### src/hw/rtl/utf8d_pkg.sv
// shared types, constants and helper functions of the utf-8 decoder
package utf8d_pkg;

  // field widths
  localparam int unsigned BYTE_W = 8;
  localparam int unsigned CP_W   = 21;

  // queue between front and back
  localparam int unsigned MID_DEPTH = 4;
  localparam int unsigned MID_PTR_W = $clog2(MID_DEPTH);
  localparam int unsigned MID_CNT_W = $clog2(MID_DEPTH + 1);

  // result queue in the back
  localparam int unsigned OQ_DEPTH = 4;
  localparam int unsigned OQ_PTR_W = $clog2(OQ_DEPTH);
  localparam int unsigned OQ_CNT_W = $clog2(OQ_DEPTH + 1);

  // code point constants
  localparam logic [CP_W-1:0] CP_REPL    = 21'h00FFFD;
  localparam logic [CP_W-1:0] CP_MAX     = 21'h10FFFF;
  localparam logic [CP_W-1:0] CP_SUR_LO  = 21'h00D800;
  localparam logic [CP_W-1:0] CP_SUR_HI  = 21'h00DFFF;
  localparam logic [CP_W-1:0] CP_MIN_2B  = 21'h000080;
  localparam logic [CP_W-1:0] CP_MIN_3B  = 21'h000800;
  localparam logic [CP_W-1:0] CP_MIN_4B  = 21'h010000;

  // byte classes
  typedef enum logic [2:0] {
    KIND_ASCII,
    KIND_CONT,
    KIND_LEAD2,
    KIND_LEAD3,
    KIND_LEAD4,
    KIND_BAD
  } kind_e;

  // classified item passed from front to back
  typedef struct packed {
    kind_e      kind;
    logic [6:0] data;
    logic       last;
  } item_t;

  // one decoded result
  typedef struct packed {
    logic [CP_W-1:0] cp;
    logic            last;
  } result_t;

  // sort a byte into its class and keep its payload bits
  function automatic item_t classify(logic [BYTE_W-1:0] b, logic last);
    item_t it;
    it.last = last;
    it.data = b[6:0];
    if (b < 8'h80) begin
      it.kind = KIND_ASCII;
    end else if (b < 8'hC0) begin
      it.kind = KIND_CONT;
      it.data = {1'b0, b[5:0]};
    end else if (b < 8'hE0) begin
      it.kind = KIND_LEAD2;
      it.data = {2'b00, b[4:0]};
    end else if (b < 8'hF0) begin
      it.kind = KIND_LEAD3;
      it.data = {3'b000, b[3:0]};
    end else if (b < 8'hF5) begin
      it.kind = KIND_LEAD4;
      it.data = {4'b0000, b[2:0]};
    end else begin
      it.kind = KIND_BAD;
    end
    return it;
  endfunction

  // range, surrogate and overlong check of a finished sequence
  function automatic logic [CP_W-1:0] finish_value(logic [CP_W-1:0] v, logic [1:0] len);
    logic [CP_W-1:0] minv;
    case (len)
      2'd1:    minv = CP_MIN_2B;
      2'd2:    minv = CP_MIN_3B;
      default: minv = CP_MIN_4B;
    endcase
    if (v > CP_MAX || (v >= CP_SUR_LO && v <= CP_SUR_HI) || v < minv) begin
      return CP_REPL;
    end
    return v;
  endfunction

endpackage

### src/hw/rtl/utf8d_front.sv
// front: classifies input bytes and queues them for the back
module utf8d_front (
  input  logic                          clk_i,
  input  logic                          rst_ni,
  input  logic                          push,
  output logic                          full,
  input  logic [utf8d_pkg::BYTE_W-1:0]  in_byte_i,
  input  logic                          in_last_i,
  output logic                          item_valid_o,
  output utf8d_pkg::item_t              item_o,
  input  logic                          item_take_i
);
  import utf8d_pkg::*;

  item_t                mem_q [MID_DEPTH];
  logic [MID_PTR_W-1:0] wr_q, wr_d, rd_q, rd_d;
  logic [MID_CNT_W-1:0] cnt_q, cnt_d;
  logic                 wr_en, rd_en;

  // handshake
  assign full         = (cnt_q == MID_CNT_W'(MID_DEPTH));
  assign item_valid_o = (cnt_q != '0);
  assign wr_en        = push && !full;
  assign rd_en        = item_take_i && item_valid_o;
  assign item_o       = mem_q[rd_q];

  // pointer and fill count
  always_comb begin
    wr_d  = wr_en ? wr_q + 1'b1 : wr_q;
    rd_d  = rd_en ? rd_q + 1'b1 : rd_q;
    cnt_d = cnt_q + MID_CNT_W'(wr_en) - MID_CNT_W'(rd_en);
  end

  always_ff @(posedge clk_i or negedge rst_ni) begin
    if (!rst_ni) begin
      wr_q  <= '0;
      rd_q  <= '0;
      cnt_q <= '0;
    end else begin
      wr_q  <= wr_d;
      rd_q  <= rd_d;
      cnt_q <= cnt_d;
    end
  end

  // classified item storage
  always_ff @(posedge clk_i) begin
    if (wr_en) begin
      mem_q[wr_q] <= classify(in_byte_i, in_last_i);
    end
  end

endmodule

### src/hw/rtl/utf8d_back.sv
// back: sequence state, code point assembly and result queue
module utf8d_back (
  input  logic                        clk_i,
  input  logic                        rst_ni,
  input  logic                        item_valid_i,
  input  utf8d_pkg::item_t            item_i,
  output logic                        item_take_o,
  output logic                        empty,
  input  logic                        pop,
  output logic [utf8d_pkg::CP_W-1:0]  code_point_o,
  output logic                        out_last_o
);
  import utf8d_pkg::*;

  logic [CP_W-1:0]     acc_q, acc_d;
  logic [1:0]          rem_q, rem_d;
  logic [1:0]          len_q, len_d;
  result_t             oq_q [OQ_DEPTH];
  logic [OQ_PTR_W-1:0] wr_q, wr_d, rd_q, rd_d;
  logic [OQ_CNT_W-1:0] cnt_q, cnt_d;
  logic                rd_en;
  result_t             res [2];
  logic [1:0]          n_res;

  // take an item only while two result slots are free
  assign item_take_o  = item_valid_i && (cnt_q <= OQ_CNT_W'(OQ_DEPTH - 2));
  assign empty        = (cnt_q == '0);
  assign rd_en        = pop && !empty;
  assign code_point_o = oq_q[rd_q].cp;
  assign out_last_o   = oq_q[rd_q].last;

  // decode step: up to two results per item
  always_comb begin
    logic [CP_W-1:0] acc_n;
    logic [1:0]      rem_dec;
    logic            do_fresh;
    acc_d    = acc_q;
    rem_d    = rem_q;
    len_d    = len_q;
    n_res    = '0;
    res[0]   = '0;
    res[1]   = '0;
    acc_n    = {acc_q[CP_W-7:0], item_i.data[5:0]};
    rem_dec  = rem_q - 2'd1;
    do_fresh = 1'b0;
    if (item_take_o) begin
      if (rem_q != '0) begin
        if (item_i.kind == KIND_CONT) begin
          if (rem_dec == '0) begin
            res[0] = '{cp: finish_value(acc_n, len_q), last: item_i.last};
            n_res  = 2'd1;
            acc_d  = '0;
            rem_d  = '0;
            len_d  = '0;
          end else if (item_i.last) begin
            res[0] = '{cp: CP_REPL, last: 1'b1};
            n_res  = 2'd1;
            acc_d  = '0;
            rem_d  = '0;
            len_d  = '0;
          end else begin
            acc_d = acc_n;
            rem_d = rem_dec;
          end
        end else begin
          // interrupted sequence, then the byte starts afresh
          res[0]   = '{cp: CP_REPL, last: 1'b0};
          n_res    = 2'd1;
          acc_d    = '0;
          rem_d    = '0;
          len_d    = '0;
          do_fresh = 1'b1;
        end
      end else begin
        do_fresh = 1'b1;
      end

      // byte with no sequence pending
      if (do_fresh) begin
        case (item_i.kind)
          KIND_ASCII: begin
            res[n_res[0]] = '{cp: CP_W'(item_i.data), last: item_i.last};
            n_res         = n_res + 2'd1;
          end
          KIND_CONT, KIND_BAD: begin
            res[n_res[0]] = '{cp: CP_REPL, last: item_i.last};
            n_res         = n_res + 2'd1;
          end
          KIND_LEAD2, KIND_LEAD3, KIND_LEAD4: begin
            if (item_i.last) begin
              res[n_res[0]] = '{cp: CP_REPL, last: 1'b1};
              n_res         = n_res + 2'd1;
            end else begin
              acc_d = CP_W'(item_i.data);
              case (item_i.kind)
                KIND_LEAD2: rem_d = 2'd1;
                KIND_LEAD3: rem_d = 2'd2;
                default:    rem_d = 2'd3;
              endcase
              len_d = rem_d;
            end
          end
          default: begin
            res[n_res[0]] = '{cp: CP_REPL, last: item_i.last};
            n_res         = n_res + 2'd1;
          end
        endcase
      end

      // end of string clears everything
      if (item_i.last) begin
        acc_d = '0;
        rem_d = '0;
        len_d = '0;
      end
    end
  end

  // result queue pointers and count
  always_comb begin
    wr_d  = wr_q + OQ_PTR_W'(n_res);
    rd_d  = rd_en ? rd_q + 1'b1 : rd_q;
    cnt_d = cnt_q + OQ_CNT_W'(n_res) - OQ_CNT_W'(rd_en);
  end

  always_ff @(posedge clk_i or negedge rst_ni) begin
    if (!rst_ni) begin
      acc_q <= '0;
      rem_q <= '0;
      len_q <= '0;
      wr_q  <= '0;
      rd_q  <= '0;
      cnt_q <= '0;
    end else begin
      acc_q <= acc_d;
      rem_q <= rem_d;
      len_q <= len_d;
      wr_q  <= wr_d;
      rd_q  <= rd_d;
      cnt_q <= cnt_d;
    end
  end

  // result storage, two writes per cycle at most
  always_ff @(posedge clk_i) begin
    if (n_res != '0) begin
      oq_q[wr_q] <= res[0];
    end
    if (n_res == 2'd2) begin
      oq_q[wr_q + 1'b1] <= res[1];
    end
  end

endmodule

### src/hw/rtl/utf8_to_codepoint_decoder.sv
// utf-8 to code point decoder with replacement character, top level
// throughput: one byte per cycle while two result slots are free; a byte with two
//   results takes two result slots, so the sustained rate is set by the single read
//   port of the result queue
// reset: asynchronous active low; clears both queues and any pending sequence
module utf8_to_codepoint_decoder (
  input  logic                        clk_i,
  input  logic                        rst_ni,
  input  logic                        push,
  output logic                        full,
  input  logic [utf8d_pkg::BYTE_W-1:0] in_byte_i,
  input  logic                        in_last_i,
  output logic                        empty,
  input  logic                        pop,
  output logic [utf8d_pkg::CP_W-1:0]  code_point_o,
  output logic                        out_last_o
);
  import utf8d_pkg::*;

  logic  item_valid;
  logic  item_take;
  item_t item;

  // front: classify and queue bytes
  utf8d_front u_front (
    .clk_i        (clk_i),
    .rst_ni       (rst_ni),
    .push         (push),
    .full         (full),
    .in_byte_i    (in_byte_i),
    .in_last_i    (in_last_i),
    .item_valid_o (item_valid),
    .item_o       (item),
    .item_take_i  (item_take)
  );

  // back: assemble code points
  utf8d_back u_back (
    .clk_i        (clk_i),
    .rst_ni       (rst_ni),
    .item_valid_i (item_valid),
    .item_i       (item),
    .item_take_o  (item_take),
    .empty        (empty),
    .pop          (pop),
    .code_point_o (code_point_o),
    .out_last_o   (out_last_o)
  );

  // results are always scalar values
  a_cp_range: assert property (@(posedge clk_i) disable iff (!rst_ni)
    !empty |-> code_point_o <= CP_MAX)
    else $error("code point above range");

  a_cp_no_surrogate: assert property (@(posedge clk_i) disable iff (!rst_ni)
    !empty |-> (code_point_o < CP_SUR_LO || code_point_o > CP_SUR_HI))
    else $error("surrogate code point emitted");

  // the byte queue fills only through an accepted item
  a_full_by_push: assert property (@(posedge clk_i) disable iff (!rst_ni)
    $rose(full) |-> $past(push))
    else $error("byte queue filled without a push");

  // an item is taken only while the byte queue holds one
  a_take_has_room: assert property (@(posedge clk_i) disable iff (!rst_ni)
    item_take |-> item_valid)
    else $error("item taken from empty byte queue");

endmodule

### config.mk
export PLATFORM = sky130hd
export DESIGN_NAME = utf8_to_codepoint_decoder
export DESIGN_NICKNAME = d
export VERILOG_FILES = /design/src/hw/rtl/utf8d_pkg.sv /design/src/hw/rtl/utf8d_front.sv /design/src/hw/rtl/utf8d_back.sv /design/src/hw/rtl/utf8_to_codepoint_decoder.sv
export SDC_FILE = /design/constraint.sdc
export NUM_CORES = 1
export LEC_CHECK = 0
export BUFFER_PORTS_ARGS = -buffer_cell sky130_fd_sc_hd__buf_2
export CORE_MARGIN = 3
export CORE_UTILIZATION = 52
export CTS_BUF_LIST = sky130_fd_sc_hd__clkbuf_4 sky130_fd_sc_hd__clkbuf_8 sky130_fd_sc_hd__clkbuf_16
export DETAILED_ROUTE_END_ITERATION = 10
export PLACE_DENSITY = 0.78
export SETUP_SLACK_MARGIN = 0.02
export SLEW_MARGIN = 20
export SYNTH_ARGS = -nofsm -noshare
export SYNTH_HDL_FRONTEND = slang
export SYNTH_SLANG_ARGS = --single-unit
### constraint.sdc
create_clock -name clk_i -period 4.8 [get_ports clk_i]
set_input_delay 0.48 -clock clk_i [delete_from_list [all_inputs] [get_ports clk_i]]
set_output_delay 0.48 -clock clk_i [all_outputs]
set_load 0.005 [all_outputs]
==> flow_summary_export.csv <==
group,metric,value,unit
status,status,"completed",
hold_path,hp-class,"in2async",
sta,fin_worst_skew,0.0129,ns
detailed_routing,ant_nets,0,
final_layout,syn2layout_area_growth,11.3,%
logic_synthesis,synthCells,575,
worst_setup_path,critPathLaunchType,"flop",
final_layout,fin_cells,804,
final_layout,final_cell_mix,"132 x edfxtp_1, 49 x o21ai_0, 36 x buf_2, 33 x mux4_2, 33 x dfrtp_1",
sta,slew_headroom,30.0,%
logic_synthesis,syn_avg_cell_area,14.0,um2
detailed_routing,drc_errors,0,
global_route,first_global_vias,4940,
global_route,grtUsageTotal,20.8,%
placed_design,dp.cells,772,
worst_setup_path,crit_type,"reg2reg",
clocking,cts_buffers,17,
clocking,clk_latency,0.43,ns
final_layout,drive_gt1_share,24.4,%
logic_synthesis,ys_warn_count,0,
logic_synthesis,synth_edf_count,132,
clocking,hold_buffers,0,
final_layout,stdcell_area,8970,um2
clocking,path_clk_slew,0.07,ns
logic_synthesis,synth_area,8060,um2
sta,drv_slew,0,
worst_setup_path,cp_common_cell,"a21oi_1",
logic_synthesis,synth.area.top_cells,"edfxtp_1 49%, dfrtp_1 10%, mux4_2 9.2%",
final_layout,layout_commonest_cell,"edfxtp_1",
detailed_routing,top_layer,"met4",
clocking,cts_sinks,165,
logic_synthesis,synth-async-reset-ratio,20.0,%
sta,setup_violations,0,
sta,min_period,3.99,ns
placed_design,io_buffers,36,
power,leakagePower,3.37,nW
detailed_routing,dr.pass1.iters,5,
detailed_routing,vias_per_cell,6.17,
global_route,grt_pass1_wl,26.8,mm
detailed_routing,totalWireLength,16.5,mm
detailed_routing,wl_met2,8.21,mm
logic_synthesis,synth_ff_type,"edfxtp_1",
clocking,cts_root_buf,"clkbuf_16",
clocking,post_cts_buffers,0,
global_route,antenna_found_initial,0,
floorplan,initial_utilization,54.2,%
clocking,ctsLongestPathBuffers,2,
sta,timing.hold.ws,0.147,ns
sta,fin_crit_sh,83.2,%
job,maxCapViolations,0,
logic_synthesis,synth_seq_cells,165,
detailed_routing,dr_total_vias,4963,
power,p_per_area,753,nW/um2
placed_design,gp_congestion,0.966,
power,p_total,6.75,mW
detailed_routing,wl_met1,6.98,mm
logic_synthesis,yosysTopAreaCell,"edfxtp_1",
sta,max_freq,250,MHz
floorplan,ios,37,
worst_setup_path,slowest_delay,0.76,ns
detailed_routing,drt-initial-drc-count,463,
detailed_routing,wl_per_cell,20.5,um
final_layout,nFillCells,1116,
clocking,htree_levels,4,
logic_synthesis,syn-num-nets,607,
floorplan,die-area,17000,um2
sta,hold_viol,0,
sta,rsz0062_at_grt,"false",
detailed_routing,met3_length,807,um
final_layout,layout.nets,639,
logic_synthesis,yosys.cell_types.count,60,
logic_synthesis,ys_seq_area_share,59.4,%
power,max-vdd-ir-drop,392,uV
worst_setup_path,cp-end-kind,"flop",
global_route,grt_max_degree,34,
final_layout,n_antenna_cell,0,
worst_setup_path,required,5.02,ns
sta,tightestPinTransition,1.05,ns
worst_setup_path,crit_chain,"buf_4 -> mux4_2 -> nor3b_2 -> a21oi_1 -> ha_1 -> inv_1 -> o2111ai_2 -> a21oi_1 -> nand2_1 -> o21ai_0",
worst_setup_path,crit_slowest_cell,"a21oi_1",
floorplan,die_w,131,um
clocking,cts_tree,"yes",
global_route,globalRouteOverflowTotal,0,
floorplan,core,14900,um2
logic_synthesis,synthDominantCellAreaShare,49.2,%
floorplan,die_h,131,um
worst_setup_path,critPathArrivalTime,4.21,ns
placed_design,place_area,8400,um2
placed_design,post-dp-hpwl,11.5,mm
floorplan,rows,44,
clocking,cts_resized,0,
worst_setup_path,crit_fanout,14,
sta,tns,0,ns
sequential cells by signal, summed over array words and instances (netlist names):
name           cells
u_back.wr_q        2
u_back.acc_q      15
u_back.len_q       2
u_front.wr_q       2
u_back.rem_q       2
u_back.rd_q        2
u_back.cnt_q       3
u_back.oq_q       88
u_front.cnt_q      3
u_front.mem_q     44
u_front.rd_q       2
final timing paths:
kind / startpoint / to / slack (ns) / cells after the start
setup / recovery: u_front.rd_q[0] / u_back.oq_q[0][9] / 0.81 / 10
hold / removal: rst_ni / u_back.rd_q[1] / 0.15 / 1
setup reg to reg: u_front.rd_q[0] / u_back.oq_q[0][9] / 0.81 / 10
hold reg to reg: u_back.rd_q[0] / u_back.rd_q[0] / 0.50 / 1
max in group asynchronous: rst_ni / u_back.acc_q[5] / 4.14 / 1
min in group clk_i: in_last_i / u_front.mem_q[0][0] / 0.27 / 1
final cells by class:
cell class	count	area [um2]	area share, %
repair buffers	42	225	2.51
flip-flops and latches	165	4790	53.4
inverters	32	120	1.34
multi-input cells	349	3040	33.8
clock inverters	11	90.1	1.00
clock buffers	21	480	5.36
well taps	184	230	2.57
metrics by stage:
stage	worst slack, ns	util [%]
floorplan	0.373	-
global placement	0.997	56.5
detailed placement	0.852	56.5
CTS	0.810	60.4
global route	0.448	60.4
finish	0.805	60.4
power breakdown:
part	internal, mW	total [mW]	leakage, nW	switching [mW]
registers	2.29	2.57	1.65	0.281
clock network	0.727	1.30	0.282	0.574
logic	1.22	2.88	1.43	1.66
total	4.24	6.75	3.37	2.52
critical path: cells and delay by family (launching register included):
kind | cells | cell delay, ns
compound gates | 4 | 1.33
fa+ha+maj | 1 | 0.34
buf+inv | 2 | 0.35
flops | 1 | 0.36
mux | 1 | 0.71
simple gates | 2 | 0.69
metal layers:
layer	track usage, %	up-vias
met5	0	-
met4	9.01	0
met3	4.88	44
met2	33.5	163
met1	27.3	2479
li1	-	2277
cells in the mapped netlist, drive strengths merged, types with 2 or more instances:
cell and count:
edfxtp 132, o21ai 62, dfrtp 33, mux4 33, inv 32, and2 27, nand2 26, mux2 24
nor2 21, a21oi 20, buf 17, ha 17, a22o 16, clkbuf 12, a21o 10, mux2i 10
xnor2 9, nor3 7, a211oi 6, nand2b 6, nand3 5, a21boi 4, nor2b 4, o21a 4
or4 4, nor3b 3, o22ai 3, or2 3, a221o 2, fa 2, nand4 2, o221ai 2
o2bb2ai 2, o41ai 2, xor2 2
cell families after synthesis:
kind of cell             synth area share [%]
AO/OA/AOI/OAI                            11.4
multiplexers                             13.8
XOR/XNOR                                 1.20
buffers and inverters                    3.35
adder cells (fa/ha/maj)                  3.14
flip-flops                               59.4
AND/OR/NAND/NOR                          7.67
Power figures use the tool's default switching activity.
